[config.mk]
export PLATFORM = sky130hd
export DESIGN_NAME = indexed_list_deque_flat
export DESIGN_NICKNAME = d
export VERILOG_FILES = /design/src/sv/ild_pkg.sv /design/src/sv/ild_if.sv /design/src/sv/ild_cell.sv /design/src/sv/indexed_list_deque.sv /design/src/flat_wrapper.sv
export SDC_FILE = /design/constraint.sdc
export NUM_CORES = 2
export LEC_CHECK = 0
export BUFFER_PORTS_ARGS = -buffer_cell sky130_fd_sc_hd__buf_2
export CORE_AREA = 2 2 315 317
export DETAILED_ROUTE_END_ITERATION = 10
export DIE_AREA = 0 0 317 319
export GPL_TIMING_DRIVEN = 0
export PLACE_DENSITY = 0.57
export RECOVER_POWER = 25
export SKIP_LAST_GASP = 1
export SYNTH_ARGS = -nofsm -noshare
export SYNTH_HDL_FRONTEND = slang
export SYNTH_HIERARCHICAL = 1
export SYNTH_SLANG_ARGS = --single-unit
[constraint.sdc]
create_clock -name clock -period 10.92 [get_ports clock]
set_input_delay 0.546 -clock clock [delete_from_list [all_inputs] [get_ports clock]]
set_output_delay 0.546 -clock clock [all_outputs]
set_load 0.02 [all_outputs]
[src/sv/ild_pkg.sv]
// ----------------------------------------------------------------------------
// ild_pkg
// Shared types and constants of the indexed list deque: operation and status
// codes, and the command that the top level broadcasts to its row of cells.
// ----------------------------------------------------------------------------
package ild_pkg;

   // Default number of cells in the row.
   localparam int CAPACITY_DEFAULT = 16;

   // Fixed widths of the transaction fields.
   localparam int FUNC_W = 2;
   localparam int POS_W = 5;
   localparam int DATA_W = 32;
   localparam int STATUS_W = 2;
   localparam int COUNT_W = 5;

   typedef enum logic [FUNC_W-1:0] {
      FUNC_INSERT = 2'd0,
      FUNC_DELETE = 2'd1,
      FUNC_CLEAR  = 2'd2
   } func_type;

   typedef enum logic [STATUS_W-1:0] {
      ST_OK   = 2'd0,
      ST_BAD  = 2'd1,
      ST_FULL = 2'd2
   } status_type;

   // Command seen by every cell in the cycle a request is taken.
   typedef struct packed {
      logic                     ins;
      logic                     del;
      logic [POS_W-1:0]         pos;
      logic signed [DATA_W-1:0] data;
   } ild_cmd_type;

endpackage

[src/sv/ild_if.sv]
// ----------------------------------------------------------------------------
// ild_req_if / ild_rsp_if
// Valid/ready channels that carry the request and response transactions.
// ----------------------------------------------------------------------------
interface ild_req_if;
   logic                             valid;
   logic                             ready;
   logic [ild_pkg::FUNC_W-1:0]       func;
   logic [ild_pkg::POS_W-1:0]        position;
   logic signed [ild_pkg::DATA_W-1:0] data_in;

   modport source (output valid, output func, output position, output data_in,
                   input ready);
   modport sink (input valid, input func, input position, input data_in,
                 output ready);
endinterface

interface ild_rsp_if;
   logic                              valid;
   logic                              ready;
   logic [ild_pkg::STATUS_W-1:0]      status;
   logic signed [ild_pkg::DATA_W-1:0] data_out;
   logic [ild_pkg::COUNT_W-1:0]       count;
   logic signed [ild_pkg::DATA_W-1:0] front_value;
   logic signed [ild_pkg::DATA_W-1:0] back_value;

   modport source (output valid, output status, output data_out, output count,
                   output front_value, output back_value, input ready);
   modport sink (input valid, input status, input data_out, input count,
                 input front_value, input back_value, output ready);
endinterface

[src/sv/ild_cell.sv]
// ----------------------------------------------------------------------------
// ild_cell
// One storage cell of the list. It holds the value at its own position and
// takes its neighbour's value when an insert or delete shifts the list.
// ----------------------------------------------------------------------------
module ild_cell #(
   parameter int IDX   = 0,
   parameter int CMP_W = ild_pkg::POS_W
) (
   input  logic                              clock,
   input  ild_pkg::ild_cmd_type              cmd,
   input  logic [CMP_W-1:0]                  count,
   input  logic signed [ild_pkg::DATA_W-1:0] left_value,
   input  logic signed [ild_pkg::DATA_W-1:0] right_value,
   output logic signed [ild_pkg::DATA_W-1:0] value,
   output logic signed [ild_pkg::DATA_W-1:0] pos_tap,
   output logic signed [ild_pkg::DATA_W-1:0] last_tap
);

   localparam logic [CMP_W-1:0] MY_IDX = CMP_W'(IDX);
   localparam logic [CMP_W-1:0] MY_END = CMP_W'(IDX + 1);

   logic signed [ild_pkg::DATA_W-1:0] value_ff;
   logic signed [ild_pkg::DATA_W-1:0] value_in;
   logic [CMP_W-1:0]                  pos_ext;

   assign pos_ext = CMP_W'(cmd.pos);

   always_comb begin
      value_in = value_ff;
      if (cmd.ins) begin
         if (MY_IDX > pos_ext) begin
            value_in = left_value;
         end else if (MY_IDX == pos_ext) begin
            value_in = cmd.data;
         end
      end else if (cmd.del) begin
         if (MY_IDX >= pos_ext) begin
            value_in = right_value;
         end
      end
   end

   always_ff @(posedge clock) begin
      value_ff <= value_in;
   end

   assign value    = value_ff;
   assign pos_tap  = (MY_IDX == pos_ext) ? value_ff : '0;
   assign last_tap = (MY_END == count) ? value_ff : '0;

endmodule

[src/sv/indexed_list_deque.sv]
// Response path: the edge that takes a request loads the first stage, and
// the first stage moves into the response register when that is empty or
// being emptied. Throughput: one transaction per cycle while the response
// channel does not stall; the row of cells shifts in the cycle a request is
// taken, and the front and back values are read from it as the first stage
// moves on, while the next request may already be being applied.
// Reset clears the count and both pipeline stages; cell contents are left
// as they are and are never read before being written.
// ----------------------------------------------------------------------------
// indexed_list_deque
// Bounded ordered list of signed values with insert and delete at any
// position, built as a row of shifting cells with a two-stage response path.
// ----------------------------------------------------------------------------
module indexed_list_deque #(
   parameter int CAPACITY = ild_pkg::CAPACITY_DEFAULT
) (
   input logic       clock,
   input logic       reset,
   ild_req_if.sink   req_chan,
   ild_rsp_if.source rsp_chan
);

   // Width of the internal count, and of the compare width, which must also
   // hold any position the request field can carry.
   localparam int CNT_W = $clog2(CAPACITY + 1);
   localparam int CMP_W = (CNT_W > ild_pkg::POS_W) ? CNT_W : ild_pkg::POS_W;
   localparam logic [CMP_W-1:0] CAP_CMP = CMP_W'(CAPACITY);

   // The list: one cell per position, front at cell zero.
   logic signed [ild_pkg::DATA_W-1:0] cell_value [CAPACITY];
   logic signed [ild_pkg::DATA_W-1:0] pos_tap [CAPACITY];
   logic signed [ild_pkg::DATA_W-1:0] last_tap [CAPACITY];

   logic [CNT_W-1:0] count_ff;
   logic [CNT_W-1:0] count_in;
   logic [CMP_W-1:0] count_ext;
   logic [CMP_W-1:0] pos_ext;

   ild_pkg::ild_cmd_type cmd;
   ild_pkg::status_type  status_next;
   logic signed [ild_pkg::DATA_W-1:0] moved_next;
   logic signed [ild_pkg::DATA_W-1:0] pos_value;
   logic signed [ild_pkg::DATA_W-1:0] back_value;
   logic signed [ild_pkg::DATA_W-1:0] front_value;

   // The first stage holds the status and moved value of an operation that
   // has been applied to the cells; the second is the response register.
   logic                              pend_valid_ff;
   logic                              pend_valid_in;
   ild_pkg::status_type               pend_status_ff;
   logic signed [ild_pkg::DATA_W-1:0] pend_data_ff;

   logic                              rsp_valid_ff;
   logic                              rsp_valid_in;
   ild_pkg::status_type               rsp_status_ff;
   logic signed [ild_pkg::DATA_W-1:0] rsp_data_ff;
   logic [ild_pkg::COUNT_W-1:0]       rsp_count_ff;
   logic signed [ild_pkg::DATA_W-1:0] rsp_front_ff;
   logic signed [ild_pkg::DATA_W-1:0] rsp_back_ff;

   logic req_accept;
   logic rsp_load;

   // The response register can load when it is empty or being emptied, and
   // a request can be taken when the first stage is empty or moving on.
   assign rsp_load       = pend_valid_ff && (!rsp_valid_ff || rsp_chan.ready);
   assign req_chan.ready = !pend_valid_ff || rsp_load;
   assign req_accept     = req_chan.valid && req_chan.ready;

   assign count_ext = CMP_W'(count_ff);
   assign pos_ext   = CMP_W'(req_chan.position);

   // The row of cells. Each cell sees its neighbours; the ends see their
   // own value, which a valid shift never moves into the list itself.
   for (genvar g = 0; g < CAPACITY; g++) begin : g_cell
      logic signed [ild_pkg::DATA_W-1:0] left_value;
      logic signed [ild_pkg::DATA_W-1:0] right_value;

      if (g == 0) begin : g_first
         assign left_value = cell_value[g];
      end else begin : g_inner_l
         assign left_value = cell_value[g-1];
      end

      if (g == CAPACITY - 1) begin : g_last
         assign right_value = cell_value[g];
      end else begin : g_inner_r
         assign right_value = cell_value[g+1];
      end

      ild_cell #(
         .IDX   (g),
         .CMP_W (CMP_W)
      ) u_cell (
         .clock       (clock),
         .cmd         (cmd),
         .count       (count_ext),
         .left_value  (left_value),
         .right_value (right_value),
         .value       (cell_value[g]),
         .pos_tap     (pos_tap[g]),
         .last_tap    (last_tap[g])
      );
   end

   // At most one cell drives each tap, so the selected values are ORed.
   always_comb begin
      pos_value  = '0;
      back_value = '0;
      for (int i = 0; i < CAPACITY; i++) begin
         pos_value  = pos_value | pos_tap[i];
         back_value = back_value | last_tap[i];
      end
   end

   assign front_value = (count_ff == '0) ? '0 : cell_value[0];

   // Decode of the request. Nothing changes unless a request is taken.
   always_comb begin
      cmd.ins     = 1'b0;
      cmd.del     = 1'b0;
      cmd.pos     = req_chan.position;
      cmd.data    = req_chan.data_in;
      count_in    = count_ff;
      status_next = ild_pkg::ST_BAD;
      moved_next  = '0;
      case (ild_pkg::func_type'(req_chan.func))
         ild_pkg::FUNC_INSERT: begin
            if (pos_ext > count_ext) begin
               status_next = ild_pkg::ST_BAD;
            end else if (count_ext >= CAP_CMP) begin
               status_next = ild_pkg::ST_FULL;
            end else begin
               status_next = ild_pkg::ST_OK;
               moved_next  = req_chan.data_in;
               cmd.ins     = req_accept;
               if (req_accept) begin
                  count_in = count_ff + CNT_W'(1);
               end
            end
         end
         ild_pkg::FUNC_DELETE: begin
            if (pos_ext >= count_ext) begin
               status_next = ild_pkg::ST_BAD;
            end else begin
               status_next = ild_pkg::ST_OK;
               moved_next  = pos_value;
               cmd.del     = req_accept;
               if (req_accept) begin
                  count_in = count_ff - CNT_W'(1);
               end
            end
         end
         ild_pkg::FUNC_CLEAR: begin
            status_next = ild_pkg::ST_OK;
            if (req_accept) begin
               count_in = '0;
            end
         end
         default: begin
            status_next = ild_pkg::ST_BAD;
         end
      endcase
   end

   always_comb begin
      pend_valid_in = pend_valid_ff;
      if (req_accept) begin
         pend_valid_in = 1'b1;
      end else if (rsp_load) begin
         pend_valid_in = 1'b0;
      end
      rsp_valid_in = rsp_valid_ff;
      if (rsp_load) begin
         rsp_valid_in = 1'b1;
      end else if (rsp_chan.ready) begin
         rsp_valid_in = 1'b0;
      end
   end

   always_ff @(posedge clock) begin
      if (reset) begin
         count_ff      <= '0;
         pend_valid_ff <= 1'b0;
         rsp_valid_ff  <= 1'b0;
      end else begin
         count_ff      <= count_in;
         pend_valid_ff <= pend_valid_in;
         rsp_valid_ff  <= rsp_valid_in;
      end
   end

   // Payload registers. The response takes the count and end values from
   // the cells as they stand after the pending operation was applied.
   always_ff @(posedge clock) begin
      if (req_accept) begin
         pend_status_ff <= status_next;
         pend_data_ff   <= moved_next;
      end
      if (rsp_load) begin
         rsp_status_ff <= pend_status_ff;
         rsp_data_ff   <= pend_data_ff;
         rsp_count_ff  <= ild_pkg::COUNT_W'(count_ff);
         rsp_front_ff  <= front_value;
         rsp_back_ff   <= back_value;
      end
   end

   assign rsp_chan.valid       = rsp_valid_ff;
   assign rsp_chan.status      = rsp_status_ff;
   assign rsp_chan.data_out    = rsp_data_ff;
   assign rsp_chan.count       = rsp_count_ff;
   assign rsp_chan.front_value = rsp_front_ff;
   assign rsp_chan.back_value  = rsp_back_ff;

endmodule

[src/flat_wrapper.sv]
// flat-port wrapper written by rule: the top's interface ports become plain ports
module indexed_list_deque_flat 
#(
   parameter int CAPACITY = ild_pkg::CAPACITY_DEFAULT
)
  (clock, reset, req_chan_valid, req_chan_func, req_chan_position, req_chan_data_in, req_chan_ready, rsp_chan_valid, rsp_chan_status, rsp_chan_data_out, rsp_chan_count, rsp_chan_front_value, rsp_chan_back_value, rsp_chan_ready);
  ild_req_if req_chan_i ();
  ild_rsp_if rsp_chan_i ();
  input logic clock;
  input logic reset;
  input wire logic [$bits(req_chan_i.valid)-1:0] req_chan_valid;
  input wire logic [$bits(req_chan_i.func)-1:0] req_chan_func;
  input wire logic [$bits(req_chan_i.position)-1:0] req_chan_position;
  input wire logic [$bits(req_chan_i.data_in)-1:0] req_chan_data_in;
  output wire logic [$bits(req_chan_i.ready)-1:0] req_chan_ready;
  output wire logic [$bits(rsp_chan_i.valid)-1:0] rsp_chan_valid;
  output wire logic [$bits(rsp_chan_i.status)-1:0] rsp_chan_status;
  output wire logic [$bits(rsp_chan_i.data_out)-1:0] rsp_chan_data_out;
  output wire logic [$bits(rsp_chan_i.count)-1:0] rsp_chan_count;
  output wire logic [$bits(rsp_chan_i.front_value)-1:0] rsp_chan_front_value;
  output wire logic [$bits(rsp_chan_i.back_value)-1:0] rsp_chan_back_value;
  input wire logic [$bits(rsp_chan_i.ready)-1:0] rsp_chan_ready;
  assign req_chan_i.valid = req_chan_valid;
  assign req_chan_i.func = req_chan_func;
  assign req_chan_i.position = req_chan_position;
  assign req_chan_i.data_in = req_chan_data_in;
  assign req_chan_ready = req_chan_i.ready;
  assign rsp_chan_valid = rsp_chan_i.valid;
  assign rsp_chan_status = rsp_chan_i.status;
  assign rsp_chan_data_out = rsp_chan_i.data_out;
  assign rsp_chan_count = rsp_chan_i.count;
  assign rsp_chan_front_value = rsp_chan_i.front_value;
  assign rsp_chan_back_value = rsp_chan_i.back_value;
  assign rsp_chan_i.ready = rsp_chan_ready;
  indexed_list_deque #(.CAPACITY(CAPACITY)) u_core (.clock(clock), .reset(reset), .req_chan(req_chan_i), .rsp_chan(rsp_chan_i));
endmodule
==> results.sh <==
export IMPL_finalMaxSlewViolations=157
export IMPL_endpoint="u_core/g_cell[4].u_cell/value[8]"
export IMPL_cts_made_buffers=78
export IMPL_synth_simple_area_share_pct=33.6
export IMPL_p_leak_uw=0.0172
export IMPL_synth_mux_area_share_pct=2.39
export IMPL_cp_start_kind="flop"
export IMPL_rows=115
export IMPL_core_um2=97700
export IMPL_fin_cells=6102
export IMPL_htree_levels=3
export IMPL_ys_warnings_count=6
export IMPL_reg2reg_slack_ns=3.36
export IMPL_start_util_pct=44.7
export IMPL_report_final_hold_viol_count=0
export IMPL_slew_headroom_pct=-48.4
export IMPL_cts_sinks=656
export IMPL_gp_congestion=0.927
export IMPL_drt_iter0_markers=4361
export IMPL_grt_max_degree=53
export IMPL_synth_ff_type="edfxtp_1"
export IMPL_ioPinCount=148
export IMPL_critPathRequiredTime_ns=11.29
export IMPL_report_final_setup_viol=0
export IMPL_grt_overflow=0
export IMPL_routed_wl_um=170000
export IMPL_synth_largest_area_cell="edfxtp_1"
export IMPL_clk_pin_slew_ns=0.07
export IMPL_end_kind="flop"
export IMPL_synth_net_count=4552
export IMPL_dp_hpwl_um=134000
export IMPL_worstRegToRegCells=13
export IMPL_die_area_um2=101000
export IMPL_portBuffers=145
export IMPL_gr_usage_all_layers_pct=32.8
export IMPL_worstHoldPathType="in2reg"
export IMPL_synthDistinctLibCells=96
export IMPL_rr_endpoint="u_core/g_cell[4].u_cell/value[8]"
export IMPL_dr_pass1_iters=8
export IMPL_cts_root_buf="clkbuf_16"
export IMPL_insertion_delay_ns=0.68
export IMPL_netlist_top_cells_area="edfxtp_1, and2_1, a31oi_1"
export IMPL_power_density_nw_per_um2=131
export IMPL_r2r_start="u_core/count_ext[4]"
export IMPL_synth_edf_count=649
export IMPL_cts_setup_buffers=0
export IMPL_vdd_drop_max_mv=0.0975
export IMPL_drc=0
export IMPL_die_w_um=317
export IMPL_startpoint="u_core/count_ext[4]"
export IMPL_ant_nets=0
export IMPL_ys_seq_area_share_pct=45.0
export IMPL_cts_buffer_depth=3
export IMPL_grt_antenna_before_repair=4
export IMPL_avgSynthCellArea_um2=9.70
export IMPL_netlist_area_um2=43600
export IMPL_drive_gt1_share_pct=13.9
export IMPL_outcome="finished with violations"
export IMPL_synth_top_family_by_area="simple AND/OR/NAND/NOR gates"
export IMPL_crit_type="reg2reg"
export IMPL_finClkSkew_ns=0.0311
export IMPL_fin_crit_ns=7.56
export IMPL_post_cts_resized=0
export IMPL_maxCapViolCount=6
export IMPL_vias=37606
export IMPL_vias_per_cell=6.16
export IMPL_syn2layout_area_growth_pct=12.2
export IMPL_synth_top_cell_area_share_pct=44.7
export IMPL_post_route_period_util_pct=69.2
export IMPL_synthAdderAreaFrac_pct=0.275
export IMPL_fmax_mhz=132
export IMPL_grt_pass1_wl_um=246000
export IMPL_final_nets=4809
export IMPL_cts_tree="built"
export IMPL_postLayoutCoreUtil_pct=50.1
export IMPL_violations="capacitance limit, slew limit"
export IMPL_ctsHoldBuffers=0
export IMPL_synthXorXnorAreaFrac_pct=0.0803
export IMPL_synth_compound_area_share_pct=12.6
export IMPL_cp_arrival_ns=7.93
export IMPL_wl_per_cell_um=27.8
export IMPL_synth_seq_cells=656
export IMPL_grt_pass1_vias=35664
export IMPL_worst_pin_slew_ns=2.23
export IMPL_path_max_fanout=30
export IMPL_die_h_um=319
export IMPL_grt_setup_unrepaired="no"
export IMPL_syn_inst=4500
export IMPL_placed_cells=5963
export IMPL_async_flop_share_pct=0
==> synth_stat cells, types with 33 or more instances <==
| library cell | n |
|---|---|
| and2_1 | 740 |
| edfxtp_1 | 649 |
| nor2_1 | 410 |
| nand2_1 | 374 |
| a31oi_1 | 290 |
| nor4_1 | 261 |
| clkbuf_1 | 204 |
| o21ai_0 | 110 |
| inv_1 | 109 |
| nand4_1 | 98 |
| nand3b_1 | 97 |
| nor3b_2 | 90 |
| a21oi_1 | 75 |
| mux2i_1 | 68 |
| and3_1 | 65 |
| buf_2 | 60 |
| buf_6 | 58 |
| nor2b_1 | 53 |
| o21ai_1 | 52 |
| nor3b_1 | 39 |
| nor3_1 | 35 |
| o221ai_1 | 34 |
| nand3_1 | 33 |
| nor3_2 | 33 |
| o311ai_0 | 33 |
==> state kept, by name, summed over array words and instances (netlist names) <==
register and count:
u_core/g_cell.u_cell/value 512, u_core/rsp_chan.front_value 32, u_core/rsp_chan.count 5, u_core/rsp_chan.status 2, u_core/rsp_chan.data_out 32, u_core/pend_data_ff 32, u_core/count_ext 5, u_core/pend_status_ff 2
u_core/rsp_chan.back_value 32, u_core/pend_valid_ff 1, u_core/rsp_chan.valid 1
==> metal layers <==
metal  vias to the layer above  global-route usage (%)  share of wire (%)
met5                         -                       0                  0
met2                      1696                    50.1                 45
met3                       328                    3.66                6.7
met4                         0                    19.3                6.4
met1                     18469                    44.9                 42
li1                      17113                       -                  -
==> placed cells by master, fill, tap and decap left out, types with 33 or more instances in the layout <==
cell type and count:
a31oi_1 290, nor3_1 35, buf_6 59, clkbuf_1 327
nor4_1 260, nor2b_1 53, clkbuf_16 82, nor3b_1 39
buf_2 96, nand2_1 374, o21ai_0 110, nand4_1 98
nor3b_2 90, and2_1 718, mux2i_1 68, and3_1 64
edfxtp_1 649, o311ai_0 33, nand3b_1 97, o221ai_1 35
inv_1 109, nand3_1 33, o21ai_1 52, nor2_1 408
a21oi_1 74
==> final cells by class <==
type                    count  area [µm²]
diodes                      2        5.00
plain buffers             384        2240
clock buffers              94        2100
clock inverters            42         468
fillers                  9410       48700
inverters                 109         409
multi-input cells        3351       21500
flip-flops and latches    656       19600
well taps                1287        1610
repair buffers            177        1040
==> power by group <==
part           switching (µW)  internal, µW  total, µW  leakage, µW
registers                57.4          2840       2900      0.00601
logic                     566           247        813      0.00996
clock network            1120          1600       2720      0.00125
total                    1740          4690       6430       0.0172
==> cells by family after synthesis <==
logic type      Yosys count
simple gates           2478
xor+xnor                  4
buf+inv                 493
flops                   656
compound gates          760
mux                     100
fa+ha+maj                 9
==> worst min-delay path by stage <==
stage / from / to / slack, ns / cells past startpoint
after CTS: reset / u_core/count_ext[4] / 0.07 / 2
after detailed placement: u_core/pend_data_ff[5] / u_core/rsp_chan.data_out[5] / 0.40 / 0
final: reset / u_core/count_ext[4] / 0.12 / 2
after global routing: reset / u_core/count_ext[4] / 0.11 / 2
after floorplan: u_core/pend_data_ff[0] / u_core/rsp_chan.data_out[0] / 0.40 / 0
after global placement: u_core/pend_data_ff[6] / u_core/rsp_chan.data_out[6] / 0.40 / 0
==> critical path, cell delays in order, from the launching register on <==
cell and delay (ns):
dfxtp_1 1.40, inv_1 0.34, ha_1 0.45, a21oi_1 0.20, o221ai_1 0.21, nor3_1 1.66, buf_2 0.57, and2_1 0.73
nor2_1 0.12, a2111oi_2 0.74, buf_4 0.28, buf_4 0.19, buf_4 0.19, buf_4 0.19
==> stage by stage <==
step	power, µW	worst slack (ns)	setup TNS, ns	area [µm²]	hold WS, ns
floorplan	3420	2.08	0	43600	0.400
finish	6430	3.36	0	49000	0.120
global route	6620	3.14	0	49000	0.114
CTS	6470	4.90	0	49200	0.0691
global placement	3740	-3.75	-397.03	46000	0.402
detailed placement	3760	4.63	0	46600	0.405
Note: power is estimated with default switching activity, not from simulation.
